`src/hdl/fdp_pkg.sv`:
```
// Shared constants, types and helper functions for the float dot product accumulator.
package fdp_pkg;

  // Element pairs carried by one item
  localparam int LANES = 4;
  // Width of a saturated lane count, able to hold LANES itself
  localparam int CW = $clog2(LANES + 1);
  // Width of a lane index
  localparam int IW = (LANES > 1) ? $clog2(LANES) : 1;

  localparam logic [31:0] QNAN = 32'h7FC0_0000;
  localparam logic [7:0]  EXP_MAX = 8'hFF;

  typedef logic [31:0] f32_t;

  // Count leading zeros of a 48-bit word; all zeros gives 48
  function automatic logic [5:0] clz48(input logic [47:0] v);
    logic [5:0] n;
    n = 6'd48;
    for (int i = 0; i < 48; i++) begin
      if (v[i]) begin
        n = 6'(47 - i);
      end
    end
    return n;
  endfunction

  // True for any NaN bit pattern
  function automatic logic is_nan(input f32_t v);
    return (v[30:23] == EXP_MAX) && (v[22:0] != 23'd0);
  endfunction

endpackage

```
`src/hdl/fdp_fadd.sv`:
```
// Binary32 adder, round to nearest even, gradual underflow.
module fdp_fadd
  import fdp_pkg::*;
(
  input  f32_t a,
  input  f32_t b,
  output f32_t y
);

  always_comb begin
    logic        a_nan, b_nan, a_inf, b_inf, swap, sub;
    f32_t        big, lit;
    logic [8:0]  eg, el, d, e, ef, lim;
    logic [23:0] mg, ml;
    logic [26:0] gx, lx, lsh, mask, n;
    logic        lst, ru;
    logic [27:0] s;
    logic [5:0]  lz;
    logic [4:0]  sh;
    logic [24:0] mr;
    logic [22:0] frac;

    a_nan = is_nan(a);
    b_nan = is_nan(b);
    a_inf = (a[30:23] == EXP_MAX) && (a[22:0] == 23'd0);
    b_inf = (b[30:23] == EXP_MAX) && (b[22:0] == 23'd0);

    // Order operands by magnitude
    swap = (b[30:0] > a[30:0]);
    big  = swap ? b : a;
    lit  = swap ? a : b;
    sub  = big[31] ^ lit[31];
    eg   = (big[30:23] == 8'd0) ? 9'd1 : {1'b0, big[30:23]};
    el   = (lit[30:23] == 8'd0) ? 9'd1 : {1'b0, lit[30:23]};
    mg   = {(big[30:23] != 8'd0), big[22:0]};
    ml   = {(lit[30:23] != 8'd0), lit[22:0]};

    // Align the smaller operand, folding lost bits into sticky
    gx = {mg, 3'b000};
    lx = {ml, 3'b000};
    d  = eg - el;
    if (d >= 9'd27) begin
      lsh  = 27'd0;
      mask = 27'd0;
      lst  = |lx;
    end else begin
      mask = (27'd1 << d[4:0]) - 27'd1;
      lsh  = lx >> d[4:0];
      lst  = |(lx & mask);
    end
    lsh[0] = lsh[0] | lst;

    s = sub ? ({1'b0, gx} - {1'b0, lsh}) : ({1'b0, gx} + {1'b0, lsh});

    // Normalize, stopping at the subnormal boundary
    lz  = clz48({s[26:0], 21'h1F_FFFF});
    lim = eg - 9'd1;
    if ({3'b000, lz} > lim) begin
      sh = lim[4:0];
    end else begin
      sh = lz[4:0];
    end
    if (s[27]) begin
      n = {s[27:2], s[1] | s[0]};
      e = eg + 9'd1;
    end else begin
      n = s[26:0] << sh;
      e = eg - {4'd0, sh};
    end

    // Round to nearest even
    ru = n[2] & (n[1] | n[0] | n[3]);
    mr = {1'b0, n[26:3]} + 25'(ru);
    if (mr[24]) begin
      ef   = e + 9'd1;
      frac = mr[23:1];
    end else begin
      ef   = mr[23] ? e : 9'd0;
      frac = mr[22:0];
    end

    // Select special results
    if (a_nan || b_nan || (a_inf && b_inf && (a[31] ^ b[31]))) begin
      y = QNAN;
    end else if (a_inf) begin
      y = a;
    end else if (b_inf) begin
      y = b;
    end else if (s == 28'd0) begin
      y = {a[31] & b[31], 31'd0};
    end else if (ef >= 9'd255) begin
      y = {big[31], EXP_MAX, 23'd0};
    end else begin
      y = {big[31], ef[7:0], frac};
    end
  end

endmodule
```
`config.mk`:
```
export PLATFORM = sky130hd
export DESIGN_NAME = fdp_fadd
export DESIGN_NICKNAME = d
export VERILOG_FILES = /design/src/hdl/fdp_pkg.sv /design/src/hdl/fdp_fadd.sv
export SDC_FILE = /design/constraint.sdc
export NUM_CORES = 1
export LEC_CHECK = 0
export ABC_AREA = 1
export BUFFER_PORTS_ARGS = -buffer_cell sky130_fd_sc_hd__buf_2
export CAP_MARGIN = 20
export CORE_MARGIN = 3
export CORE_UTILIZATION = 55
export DETAILED_ROUTE_END_ITERATION = 12
export PLACE_DENSITY = 0.74
export SLEW_MARGIN = 30
export SYNTH_ARGS = -nofsm -noshare
export SYNTH_HDL_FRONTEND = slang
export SYNTH_SLANG_ARGS = --single-unit
```
`constraint.sdc`:
```
create_clock -name vclk -period 41.4
set_clock_uncertainty 0.2 [all_clocks]
set_input_delay 2.07 -clock vclk [all_inputs]
set_output_delay 2.07 -clock vclk [all_outputs]
set_load 0.01 [all_outputs]
```
After elaboration in Yosys (flattened, before gate mapping)
Cells that the tools add are included.

word-level totals
  bits in registers = 0
  bits of input ports = 64
  output and inout port bits = 32
  logic and storage cells = 91

operators by class
  $add $sub $neg = 9
  $lt $le $gt $ge = 4
  equal/unequal tests = 2
  shift-type cells = 3
  mux-type cells = 45
  bitwise operators = 9
  reduce and logical (&&, ||, !) cells = 19

operator list
  operator                                                              number
  32-bit 2-to-1 mux                                                     6
  6-bit 2-to-1 mux                                                      26
  27-bit 2-to-1 mux                                                     2
  23-bit logical NOT                                                    2
  23-bit nonzero test                                                   2
  31-bit > comparator                                                   1
  31-bit 2-to-1 mux                                                     1
  27-bit by 27-bit adder with 28-bit output                             1
  28-bit logical NOT                                                    1
  28-bit 2-to-1 mux                                                     1
  27-bit by 27-bit subtractor with 28-bit output                        1
  27-bit AND                                                            1
  9-bit 2-to-1 mux                                                      3
  27-bit OR reduction                                                   1
  1-bit by 5-bit left shift with 27-bit output, first input constant    1
  27-bit by 5-bit left shift with 27-bit output                         1
  27-bit by 5-bit >> shifter with 27-bit output                         1
  27-bit by 1-bit subtractor with 27-bit output, second input constant  1
  24-bit by 1-bit adder with 25-bit output                              1
  24-bit OR reduction                                                   1
  23-bit 2-to-1 mux                                                     1
  8-bit equality test, second input constant                            2
  8-bit logical NOT                                                     2
  8-bit 2-to-1 mux                                                      2
  other kinds (16)                                                      29

Depth between registers and ports, before layout
  word-level depth = 56
  mapped depth = 104

Worst setup path after synthesis
OpenSTA, ideal clock, no wires.

  kind = input to output
  start point = input a[22]
  end point = output y[10]
  arrival = 14494 ps
  required time = 39130 ps
  setup slack = 24636 ps
  cell stages on the path = 96
  buffers on the path = 9
  cell sequence = inv_1 > ha_1 > nand2_1 > nor3_2 > nand3_1 > nor2_1 > nand2_1 > nand2_4 > nand2_4 > buf_6 > buf_6 > clkbuf_1 > nand2_1 > o21ai_0 > inv_1 > nor3_1 > a21oi_1 > ha_1 > [60 not listed] > ha_1 > a21oi_1 > nor2_1 > nor2_1 > inv_1 > nand2_1 > nand2_1 > a21oi_1 > nor2_1 > o21ai_0 > nand2_1 > xor2_1 > nand4_1 > xor2_1 > a21oi_4 > buf_4 > nand4_1 > nor2_1

between the ends
  longest elaborated chain between the ends = 56

RTL lines
  element                                         line                            source
  from (decl)                                     fdp_fadd.sv:5                   input f32_t a,
  31-bit > comparator                             fdp_fadd.sv:29                  swap = (b[30:0] > a[30:0]);
  32-bit 2-to-1 mux, on equally long branches     fdp_fadd.sv:30, fdp_fadd.sv:31
  8-bit logical NOT, on equally long branches     fdp_fadd.sv:33, fdp_fadd.sv:34
  8-bit 2-to-1 mux, on equally long branches      fdp_fadd.sv:33, fdp_fadd.sv:34
  8-bit by 8-bit subtractor with 9-bit output     fdp_fadd.sv:41                  d = eg - el;
  1-bit by 5-bit left shift with 27-bit output    fdp_fadd.sv:47                  mask = (27'd1 << d[4:0]) - 27'd1;
  27-bit by 1-bit subtractor with 27-bit output   fdp_fadd.sv:47
  27-bit AND                                      fdp_fadd.sv:49                  lst = |(lx & mask);
  [40 not listed]                                 -
  9-bit 2-to-1 mux                                fdp_fadd.sv:78                  ef = mr[23] ? e : 9'd0;
  9-bit 2-to-1 mux                                fdp_fadd.sv:74                  if (mr[24]) begin
  9-bit by 8-bit >= comparator with 1-bit output  fdp_fadd.sv:91                  end else if (ef >= 9'd255) begin
  31-bit 2-to-1 mux                               fdp_fadd.sv:91
  32-bit 2-to-1 mux                               fdp_fadd.sv:89                  end else if (s == 28'd0) begin
  32-bit 2-to-1 mux                               fdp_fadd.sv:87                  end else if (b_inf) begin
  32-bit 2-to-1 mux                               fdp_fadd.sv:85                  end else if (a_inf) begin
  32-bit 2-to-1 mux *                             fdp_fadd.sv:83                  if (a_nan || b_nan || (a_inf && b_inf && (a[31] ^ b[31]))) begin
  to (decl)                                       fdp_fadd.sv:7                   output f32_t y

Every way passes the cells marked *; elsewhere a longest branch is shown, timed or not.

Worst setup path in the final report
  start point = input a[22]
  end point = output y[29]

Same word-level chain as after synthesis.

==> flow_summary.json <==
{
  "grt_pass1_wl_um": 71820,
  "hold_buffers": 0,
  "drcViolationCount": 0,
  "critPathTopFamily": "simple AND/OR/NAND/NOR gates",
  "first_iter_violations": 2539,
  "syn-num-nets": 2421,
  "syn-mean-instance-area_um2": 5.189,
  "end_kind": "output port",
  "slew_headroom_pct": 23.29,
  "area_growth_pct": 3.372,
  "fin_setup_tns_ns": 0,
  "gr-total-overflow": 0,
  "worst_ep_arrival_time_ns": 18.80,
  "crit_slowest_cell": "o21ai_0",
  "vias": 15891,
  "tightestPinTransition_ns": 1.139,
  "setup_viol": 0,
  "yosysSeqAreaShare_pct": 0,
  "die_h_um": 151.6,
  "yosysTopAreaCell": "nand2_1",
  "crit_buf_inv": 18,
  "status": "finished, final reports clean",
  "multiInputGateArea_um2": 10020,
  "die_width_um": 151.6,
  "cts_setup_buffers": 0,
  "seq_cell_count": 0,
  "path_class": "in2out",
  "grt_max_degree": 96,
  "antennaDiodeCount": 0,
  "hold_violations": 0,
  "period_needed_ns": 21.07,
  "groute.usage.overall_pct": 38.73,
  "antenna_found_initial": 2,
  "syn_area_um2": 11650,
  "drv_slew": 0,
  "power.density_nw_per_um2": 62.61,
  "detail_route.wl_per_cell_um": 18.48,
  "rsz0062_at_grt": "false",
  "worstPathRequired_ns": 39.13,
  "num_io_pins": 96,
  "holdCritPathClass": "in2out",
  "start_util_pct": 56.86,
  "fp-row-count": 52,
  "place.gp.congestion": 1.059,
  "synth_area_leaders": "nand2_1 (20%), nand3_1 (19%), ha_1 (12%), inv_1 (8.8%), nor2_1 (5.9%)",
  "synthMostInstantiatedCell": "nand2_1",
  "ctsResizeCount": 0,
  "ys_warn_count": 0,
  "antenna_left": 0,
  "grt_pass1_vias": 13549,
  "ys_types": 66,
  "fmax_ghz": 0.04745,
  "drt_wl_total_um": 46770,
  "fin_nets": 2437,
  "syn_inst": 2246,
  "dieArea_um2": 22970,
  "hpwl_um": 38440,
  "routed_via_density": 6.281,
  "peakVddDrop_v": 0.00003039,
  "core_area_um2": 20490,
  "port-buffer-count": 96,
  "dr.pass1.iters": 9,
  "cp_max_fo": 95,
  "fill_cells": 2210,
  "ys_top_cells_by_count": "nand2_1 (608), nand3_1 (432), inv_1 (272), nor2_1 (182), ha_1 (108)",
  "fin_crit_sh_pct": 50.90,
  "synth_top_cell_area_share_pct": 19.58,
  "holdWs_ns": 4.346,
  "cap_viol_max_count": 0,
  "cp-start-kind": "input port",
  "cellLeakagePower_nw": 6.635,
  "critPathMostFrequentCell": "nand2_1",
  "max_stage_delay_ns": 0.76,
  "clkbuf_count": 0,
  "layout-drive-gt1-share_pct": 10.71,
  "ff_latch_area_um2": 0
}
==> layer usage <==
layer | wire length (um) | GRT usage (%) | up-vias
li1 | - | - | 7496
met1 | 19300 | 55.34 | 7143
met2 | 19410 | 59.12 | 1076
met3 | 5865 | 5.592 | 172
met4 | 2156 | 13.66 | 4
met5 | 34 | 0 | -
==> placed cells by master, fill, tap and decap left out, types with 4 or more instances in the layout <==
master     Yosys  routed
buf_2         22      96
nor2_4         8       8
nand3_1      432     432
o31ai_1        9       9
o21ai_2        6       6
a22oi_1        4       4
a2111oi_0      5       5
nor2_2        19      19
o21ai_0       74      72
o21a_1         4       4
a211oi_1      12      12
nand4_1       73      73
clkinv_1       4       4
a31oi_1       14      14
xor2_2         4       4
nor2_1       182     182
inv_2         24      24
inv_1        272     272
o21ai_1       12      14
nor3_1        29      29
xor2_1        32      32
buf_4         10      10
nand2_2       29      29
or2_2          9       9
nor4_1        13      13
nand3_2       16      16
o21bai_1       5       5
o211ai_1       5       5
nand2_1      608     608
a21oi_1       89      89
ha_1         108     108
xnor2_1        8       8
==> logic make-up (layout without fill, tap and decap cells) <==
kind of cell,after synthesis,in the layout,share of synthesized area (%)
AND/OR/NAND/NOR,1438,1438,56.76
XOR/XNOR,45,45,3.801
adder cells (fa/ha/maj),111,111,12.11
buffers and inverters,394,408,14.05
multiplexers,3,3,0.3006
AO/OA/AOI/OAI,255,255,12.97
==> final cells by class <==
cell class	instances	share of cell area, %
inverter	302	9.441
tap	270	2.804
timing repair buffer	106	4.612
multi-input combinational	1852	83.14
==> through the flow <==
| step | cells | instance area (um2) | total power, mW | utilization, % | setup WS (ns) |
|---|---|---|---|---|---|
| after global placement | 2530 | 12050 | 0.7187 | 58.78 | 21.41 |
| after CTS | 2530 | 12050 | 0.7295 | 58.78 | 20.80 |
| after global routing | 2530 | 12050 | 0.8315 | 58.78 | 18.51 |
| after detailed placement | 2530 | 12050 | 0.7266 | 58.78 | 20.81 |
| final | 2530 | 12050 | 0.7543 | 58.78 | 20.33 |
| after floorplan | 2246 | 11650 | 0.5493 | - | 24.64 |
==> path summary, 6_finish.rpt <==
path | startpoint | end | slack, ns | depth (start not counted)
max | a[22] | y[29] | 20.33 | 91
min | a[31] | y[31] | 4.35 | 4
==> where the power goes <==
part,total (mW),internal [mW],switching [mW]
logic,0.754,0.240,0.515
registers,0,0,0
clock network,0,0,0
No activity file was read; power rests on OpenSTA's default activity.
