<file path="src/hdl/fdp_pkg.sv">
// Shared constants, types and helper functions for the float dot product accumulator.
package fdp_pkg;

  // Element pairs carried by one item
  localparam int LANES = 4;
  // Width of a saturated lane count, able to hold LANES itself
  localparam int CW = $clog2(LANES + 1);
  // Width of a lane index
  localparam int IW = (LANES > 1) ? $clog2(LANES) : 1;

  localparam logic [31:0] QNAN = 32'h7FC0_0000;
  localparam logic [7:0]  EXP_MAX = 8'hFF;

  typedef logic [31:0] f32_t;

  // Count leading zeros of a 48-bit word; all zeros gives 48
  function automatic logic [5:0] clz48(input logic [47:0] v);
    logic [5:0] n;
    n = 6'd48;
    for (int i = 0; i < 48; i++) begin
      if (v[i]) begin
        n = 6'(47 - i);
      end
    end
    return n;
  endfunction

  // True for any NaN bit pattern
  function automatic logic is_nan(input f32_t v);
    return (v[30:23] == EXP_MAX) && (v[22:0] != 23'd0);
  endfunction

endpackage

</file>
<file path="src/hdl/fdp_fmul.sv">
// Binary32 multiplier, round to nearest even, gradual underflow.
module fdp_fmul
  import fdp_pkg::*;
(
  input  f32_t a,
  input  f32_t b,
  output f32_t y
);

  always_comb begin
    logic              a_nan, b_nan, a_inf, b_inf, a_zero, b_zero, sgn;
    logic [8:0]        ea, eb, e, ef;
    logic [23:0]       ma, mb, mant;
    logic [47:0]       p, pn, q;
    logic [5:0]        lz, r;
    logic signed [10:0] eb_s, rr;
    logic [95:0]       wide;
    logic              g, st, ru;
    logic [24:0]       mr;
    logic [22:0]       frac;

    a_nan  = is_nan(a);
    b_nan  = is_nan(b);
    a_inf  = (a[30:23] == EXP_MAX) && (a[22:0] == 23'd0);
    b_inf  = (b[30:23] == EXP_MAX) && (b[22:0] == 23'd0);
    a_zero = (a[30:0] == 31'd0);
    b_zero = (b[30:0] == 31'd0);
    sgn    = a[31] ^ b[31];

    // Unpack, treating subnormals as exponent one without hidden bit
    ea = (a[30:23] == 8'd0) ? 9'd1 : {1'b0, a[30:23]};
    eb = (b[30:23] == 8'd0) ? 9'd1 : {1'b0, b[30:23]};
    ma = {(a[30:23] != 8'd0), a[22:0]};
    mb = {(b[30:23] != 8'd0), b[22:0]};

    // Multiply and normalize the leading one to the top
    p    = ma * mb;
    lz   = clz48(p);
    pn   = p << lz;
    eb_s = $signed({2'b00, ea}) + $signed({2'b00, eb}) - 11'sd126
           - $signed({5'b00000, lz});

    // Denormalize when the exponent falls below the normal range
    rr = 11'sd1 - eb_s;
    if (eb_s >= 11'sd1) begin
      r = 6'd0;
      e = eb_s[8:0];
    end else begin
      r = (rr > 11'sd48) ? 6'd48 : rr[5:0];
      e = 9'd1;
    end
    wide = {pn, 48'd0} >> r;
    q    = wide[95:48];
    mant = q[47:24];
    g    = q[23];
    st   = (|q[22:0]) | (|wide[47:0]);

    // Round to nearest even
    ru = g & (st | mant[0]);
    mr = {1'b0, mant} + 25'(ru);
    if (mr[24]) begin
      ef   = e + 9'd1;
      frac = mr[23:1];
    end else begin
      ef   = mr[23] ? e : 9'd0;
      frac = mr[22:0];
    end

    // Select special results
    if (a_nan || b_nan || (a_inf && b_zero) || (b_inf && a_zero)) begin
      y = QNAN;
    end else if (a_inf || b_inf) begin
      y = {sgn, EXP_MAX, 23'd0};
    end else if (a_zero || b_zero) begin
      y = {sgn, 31'd0};
    end else if (ef >= 9'd255) begin
      y = {sgn, EXP_MAX, 23'd0};
    end else begin
      y = {sgn, ef[7:0], frac};
    end
  end

endmodule

</file>
<file path="config.mk">
export PLATFORM = sky130hd
export DESIGN_NAME = fdp_fmul
export DESIGN_NICKNAME = d
export VERILOG_FILES = /design/src/hdl/fdp_pkg.sv /design/src/hdl/fdp_fmul.sv
export SDC_FILE = /design/constraint.sdc
export NUM_CORES = 2
export LEC_CHECK = 0
export BUFFER_PORTS_ARGS = -buffer_cell sky130_fd_sc_hd__buf_2
export CAP_MARGIN = 10
export CORE_MARGIN = 4
export CORE_UTILIZATION = 40
export DETAILED_ROUTE_END_ITERATION = 10
export GPL_ROUTABILITY_DRIVEN = 0
export SLEW_MARGIN = 20
export SYNTH_ARGS = -nofsm -noshare
export SYNTH_HDL_FRONTEND = slang
export SYNTH_SLANG_ARGS = --single-unit
</file>
<file path="constraint.sdc">
create_clock -name vclk -period 37.6
set_input_delay 5.64 -clock vclk [all_inputs]
set_output_delay 5.64 -clock vclk [all_outputs]
set_load 0.05 [all_outputs]
</file>
# [After elaboration in Yosys (flattened, before gate mapping)]
# Index checks and enable logic that the tools add are counted.
[word_totals] reg_bits=0 input_bits=64
[op_classes] reduce_logical=23 mul=1 n_mux=60 shifts=2 addsub=6 n_eq_ne=2 order_cmp=3 bitwise=4
[op_table] cell="$mux 6" count=49
[op_table] cell="$shr 96x6->96" count=1
[op_table] cell="$mux 31" count=3
[op_table] cell="$logic_not 31->1" count=2
[op_table] cell="$mul 24x24->48" count=1
[op_table] cell="$reduce_or 48->1" count=1
[op_table] cell="$shl 48x6->48" count=1
[op_table] cell="$logic_not 23->1" count=2
[op_table] cell="$reduce_bool 23->1" count=2
[op_table] cell="$mux 32" count=1
[op_table] cell="$mux 9" count=3
[op_table] cell="$add 24x1->25" count=1
[op_table] cell="$mux 23" count=1
[op_table] cell="$reduce_or 23->1" count=1
[op_table] cell="$eq 8x8->1 const B" count=2
[op_table] cell="$logic_not 8->1" count=2
[op_table] cell="$mux 8" count=2
[op_table] cell="$reduce_bool 8->1" count=2
[op_table] cell="$ge 11x2->1 const B" count=1
[op_table] cell="$gt 11x7->1 const B" count=1
[op_table] cell="$sub 10x7->11" count=1
[op_table] cell="$sub 2x11->11 const A" count=1
[op_table] cell="$sub 9x7->10 const B" count=1
[op_table] cell="$add 8x8->9" count=1
[op_table] cell="8 further kinds" count=18

# [Depth between registers and ports, before layout]
[logic_depth] depth_word=68 depth_mapped=68

# [Least setup slack after synthesis]
# Ideal clock, no wire load.
[synth_timing] kind="input-to-output" from="in a[24]" to="out y[3]" slack_ns=11.106 required_ns=31.960 t_arrival_ns=20.854 path_buffers=9 cell_stages=61 path_cell_list="nor4_1 -> nand2_1 -> clkbuf_1 -> and2_1 -> fa_1 -> inv_1 -> fa_1 -> fa_1 -> fa_1 -> fa_1 -> fa_1 -> fa_1 -> inv_1 -> ha_1 -> clkbuf_1 -> a21o_1 -> a211oi_1 -> a21boi_1 -> (+25 left out) -> buf_2 -> clkbuf_1 -> a211oi_1 -> a21oi_1 -> o22ai_1 -> o32ai_2 -> inv_1 -> nor2_1 -> ha_1 -> nand2_1 -> nor2_1 -> nand3_1 -> o21ai_0 -> a2bb2oi_1 -> a21oi_1 -> nor3_1 -> o311ai_4 -> nor4bb_1"
[synth_between] elab_chain_len=45 word_cells_on_any_way=66
[synth_rtl] item="start: declaration" line_no="fdp_fmul.sv:5" rtl="input f32_t a,"
[synth_rtl] item="$reduce_bool 8->1" line_no="fdp_fmul.sv:33" rtl="ma = {(a[30:23] != 8'd0), a[22:0]};"
[synth_rtl] item="$mul 24x24->48" line_no="fdp_fmul.sv:37" rtl="p = ma * mb;"
[synth_rtl] item="$mux 6 (25 in a row)" line_no="fdp_pkg.sv:21" rtl="if (v[i]) begin"
[synth_rtl] item="$sub 10x7->11" line_no="fdp_fmul.sv:41" rtl="- $signed({5'b00000, lz});"
[synth_rtl] item="$sub 2x11->11" line_no="fdp_fmul.sv:44" rtl="rr = 11'sd1 - eb_s;"
[synth_rtl] item="$gt 11x7->1" line_no="fdp_fmul.sv:49" rtl="r = (rr > 11'sd48) ? 6'd48 : rr[5:0];"
[synth_rtl] item="$mux 6" line_no="fdp_fmul.sv:49"
[synth_rtl] item="$mux 6" line_no="fdp_fmul.sv:45" rtl="if (eb_s >= 11'sd1) begin"
[synth_rtl] item="(+5 left out)"
[synth_rtl] item="$add 24x1->25" line_no="fdp_fmul.sv:60" rtl="mr = {1'b0, mant} + 25'(ru);"
[synth_rtl] item="$mux 9" line_no="fdp_fmul.sv:65" rtl="ef = mr[23] ? e : 9'd0;"
[synth_rtl] item="$mux 9" line_no="fdp_fmul.sv:61" rtl="if (mr[24]) begin"
[synth_rtl] item="$ge 9x8->1" line_no="fdp_fmul.sv:76" rtl="end else if (ef >= 9'd255) begin"
[synth_rtl] item="$mux 31" line_no="fdp_fmul.sv:76"
[synth_rtl] item="$mux 31" line_no="fdp_fmul.sv:74" rtl="end else if (a_zero || b_zero) begin"
[synth_rtl] item="$mux 31" line_no="fdp_fmul.sv:72" rtl="end else if (a_inf || b_inf) begin"
[synth_rtl] item="$mux 32 (*)" line_no="fdp_fmul.sv:70" rtl="if (a_nan || b_nan || (a_inf && b_zero) || (b_inf && a_zero)) begin"
[synth_rtl] item="end: declaration" line_no="fdp_fmul.sv:7" rtl="output f32_t y"
# Mark *: on every way between the ends. The rest lies on a longest branch, timed or not.

# [Final worst setup path]
[layout_timing] from="in b[0]" to="out y[3]"
[layout_between] elab_chain_len=67 word_cells_on_any_way=85
[layout_rtl] item="start: declaration" line_no="fdp_fmul.sv:6" rtl="input f32_t b,"
[layout_rtl] item="$mul 24x24->48" line_no="fdp_fmul.sv:37"
[layout_rtl] item="$mux 5" line_no="fdp_pkg.sv:21"
[layout_rtl] item="$mux 6 (47 in a row)" line_no="fdp_pkg.sv:21"
[layout_rtl] item="$sub 10x7->11" line_no="fdp_fmul.sv:41"
[layout_rtl] item="$sub 2x11->11" line_no="fdp_fmul.sv:44"
[layout_rtl] item="$gt 11x7->1" line_no="fdp_fmul.sv:49"
[layout_rtl] item="$mux 6" line_no="fdp_fmul.sv:49"
[layout_rtl] item="$mux 6" line_no="fdp_fmul.sv:45"
[layout_rtl] item="(+5 left out)"
[layout_rtl] item="$add 24x1->25" line_no="fdp_fmul.sv:60"
[layout_rtl] item="$mux 9" line_no="fdp_fmul.sv:65"
[layout_rtl] item="$mux 9" line_no="fdp_fmul.sv:61"
[layout_rtl] item="$ge 9x8->1" line_no="fdp_fmul.sv:76"
[layout_rtl] item="$mux 31" line_no="fdp_fmul.sv:76"
[layout_rtl] item="$mux 31" line_no="fdp_fmul.sv:74"
[layout_rtl] item="$mux 31" line_no="fdp_fmul.sv:72"
[layout_rtl] item="$mux 32 (*)" line_no="fdp_fmul.sv:70"
# Marked as above.

==> run metrics <==
register area 0 um^2; Synth area leaders fa_1 (32%), and2_1 (11%), ha_1 (8.1%); synthesized area per cell 7.79 um^2; DRC violations left 0; share of the synthesized area in the top cell type 31.6%; CTS resizes 0; crit path max fanout 68; IO buf count 96; post-route ant nets 0; Yosys cell types ~120; HPWL Detailed approximately 82000 um; post-synthesis net count 4680; Crit-path slowest cell o311ai_1; Die Ht around 280 um; Fill cells slightly below 8000; via count around 29000; # setup viols final 0; CP Data Arrival Time roughly 23 ns; wire per inst around 21 um; Max-Cap Viols 0; Hold/Removal Path Class in2out; Crit path largest cell delay ~0.70 ns; nets around 4600; Worst EP required 31.96 ns; Crit Path Category in2out; number of clock-tree buffers in the layout 0; vias in the first global route around 30000; vias per cell just over 6; Gate Count Post-Synth approximately 3900; core area 0.0759 mm^2; post-route cell area 0.0317 mm^2; largest net degree at the start of global routing between 70 and 80; Post-Route WL 104000 um; Worst slew margin around a fifth; global-route wire length before repair roughly 170000 um; drt first pass iters 8; CTS Hold Bufs 0; n_diodes 0; CP Launch Type input pin; status finished clean; Pins Over Slew Limit 0; Setup TNS Final 0 ns; Slew @ Worst Pin around 1.2 ns; Site Rows 101; Setup crit end kind output port; Netlist Area Pre-Place 0.0306 mm^2; final hold vios 0; Post-CTS Setup Inserts 0; initial antenna violation count 1; Synth area leader fa_1; Crit path top cell by count fa_1; RSZ-0062 raised after global routing false; FMAX ~35 MHz; final period utilization about three quarters; num sequential 0; synthesis-to-finish area growth 3.48%; share of layout cells above drive strength 1 between 6 and 7%; DRT iter0 DRCs ~3800; initial core utilization 40.3%; Top Ports 96; Synthesis Warnings 0; Die X around 280 um; fin crit period roughly 28 ns; fraction of the yosys area taken by sequential cells 0%; DP Area ~0.032 mm^2; Die Area approximately 0.08 mm^2; Total GRT Usage 25.0%; GRT overflow 0
critical path: cells and delay by family:
kind | cells | cell delay (ns)
compound gates | 24 | 6.81
simple gates | 14 | 2.98
fa+ha+maj | 11 | 4.90
buf+inv | 11 | 2.15
per-layer routing:
metal / global-route usage, % / part of all wire, %
met1: 34.2 / 42
met2: 41.3 / 45
met3: 3.58 / 8.2
met4: 7.32 / 4.1
met5: 0 / 0
path summary, 6_finish.rpt:
path  start  depth (start not counted)  slack, ns    end
max    b[0]                         60       9.42   y[3]
min   b[31]                          4      11.70  y[31]
placed cells by master, fill, tap and decap left out, types with 9 or more instances in the layout:
cell type,netlist,layout
inv_1,573,573
fa_1,484,484
a211oi_1,53,53
o21ai_1,10,11
o21bai_1,15,15
o21ai_0,128,127
nand2_1,297,295
a211o_1,12,12
mux2_2,10,10
a21oi_1,156,156
or2_2,9,9
o21a_1,17,17
a31oi_1,27,27
xnor2_1,50,50
o31ai_1,22,22
o211ai_1,34,34
nor4_1,35,35
buf_4,14,35
mux2i_1,56,56
nand3_1,84,84
nand4_1,36,36
nand2b_1,17,17
and3_1,31,31
nor2b_1,10,10
ha_1,198,198
a2111oi_0,18,17
a32oi_1,11,11
nor2_1,212,211
a221oi_1,19,19
o2111ai_1,19,19
nor3_1,119,119
o22ai_1,44,44
o221ai_1,32,32
and2_1,520,520
buf_2,19,96
xor2_1,30,30
or3_1,19,19
a21o_1,26,25
a22oi_1,47,47
final cells by class:
cell class,instances,area [um^2],share of cell area [%]
inverters,577,2170,6.85
well taps,1030,1290,4.06
repair buffers,131,743,2.34
multi-input cells,3125,27500,86.7
cell usage after synthesis (50+ instances only):
cell type    n
nand2_1    297
xnor2_1     50
clkbuf_1   186
inv_1      573
mux2i_1     56
fa_1       484
nand3_1     84
nor2_1     212
ha_1       198
and2_1     520
o21ai_0    128
nor3_1     119
a21oi_1    156
a211oi_1    53
kinds of logic after synthesis:
group | count (synthesis) | share of synthesized area, %
XOR/XNOR | 81 | 2.34
AND/OR/NAND/NOR | 1455 | 25.5
adder cells (fa/ha/maj) | 683 | 39.7
AO/OA/AOI/OAI | 840 | 19.9
multiplexers | 66 | 2.20
buffers and inverters | 809 | 10.3
through the flow:
stage | hold slack (ns) | util [%] | setup WS (ns) | instances
6_report | 11.70 | 41.7 | 9.42 | 4863
5_1_grt | 11.73 | 41.7 | 8.32 | 4863
4_1_cts | 11.70 | 41.7 | 9.75 | 4863
3_5_place_dp | 11.71 | 41.7 | 9.79 | 4863
3_3_place_gp | 11.70 | 41.7 | 10.10 | 4863
2_1_floorplan | 11.56 | - | 11.11 | 3934
Power is left out: the tool's default activity adds up to more than one toggle a clock period on the data nets, which glitch-free logic cannot reach.
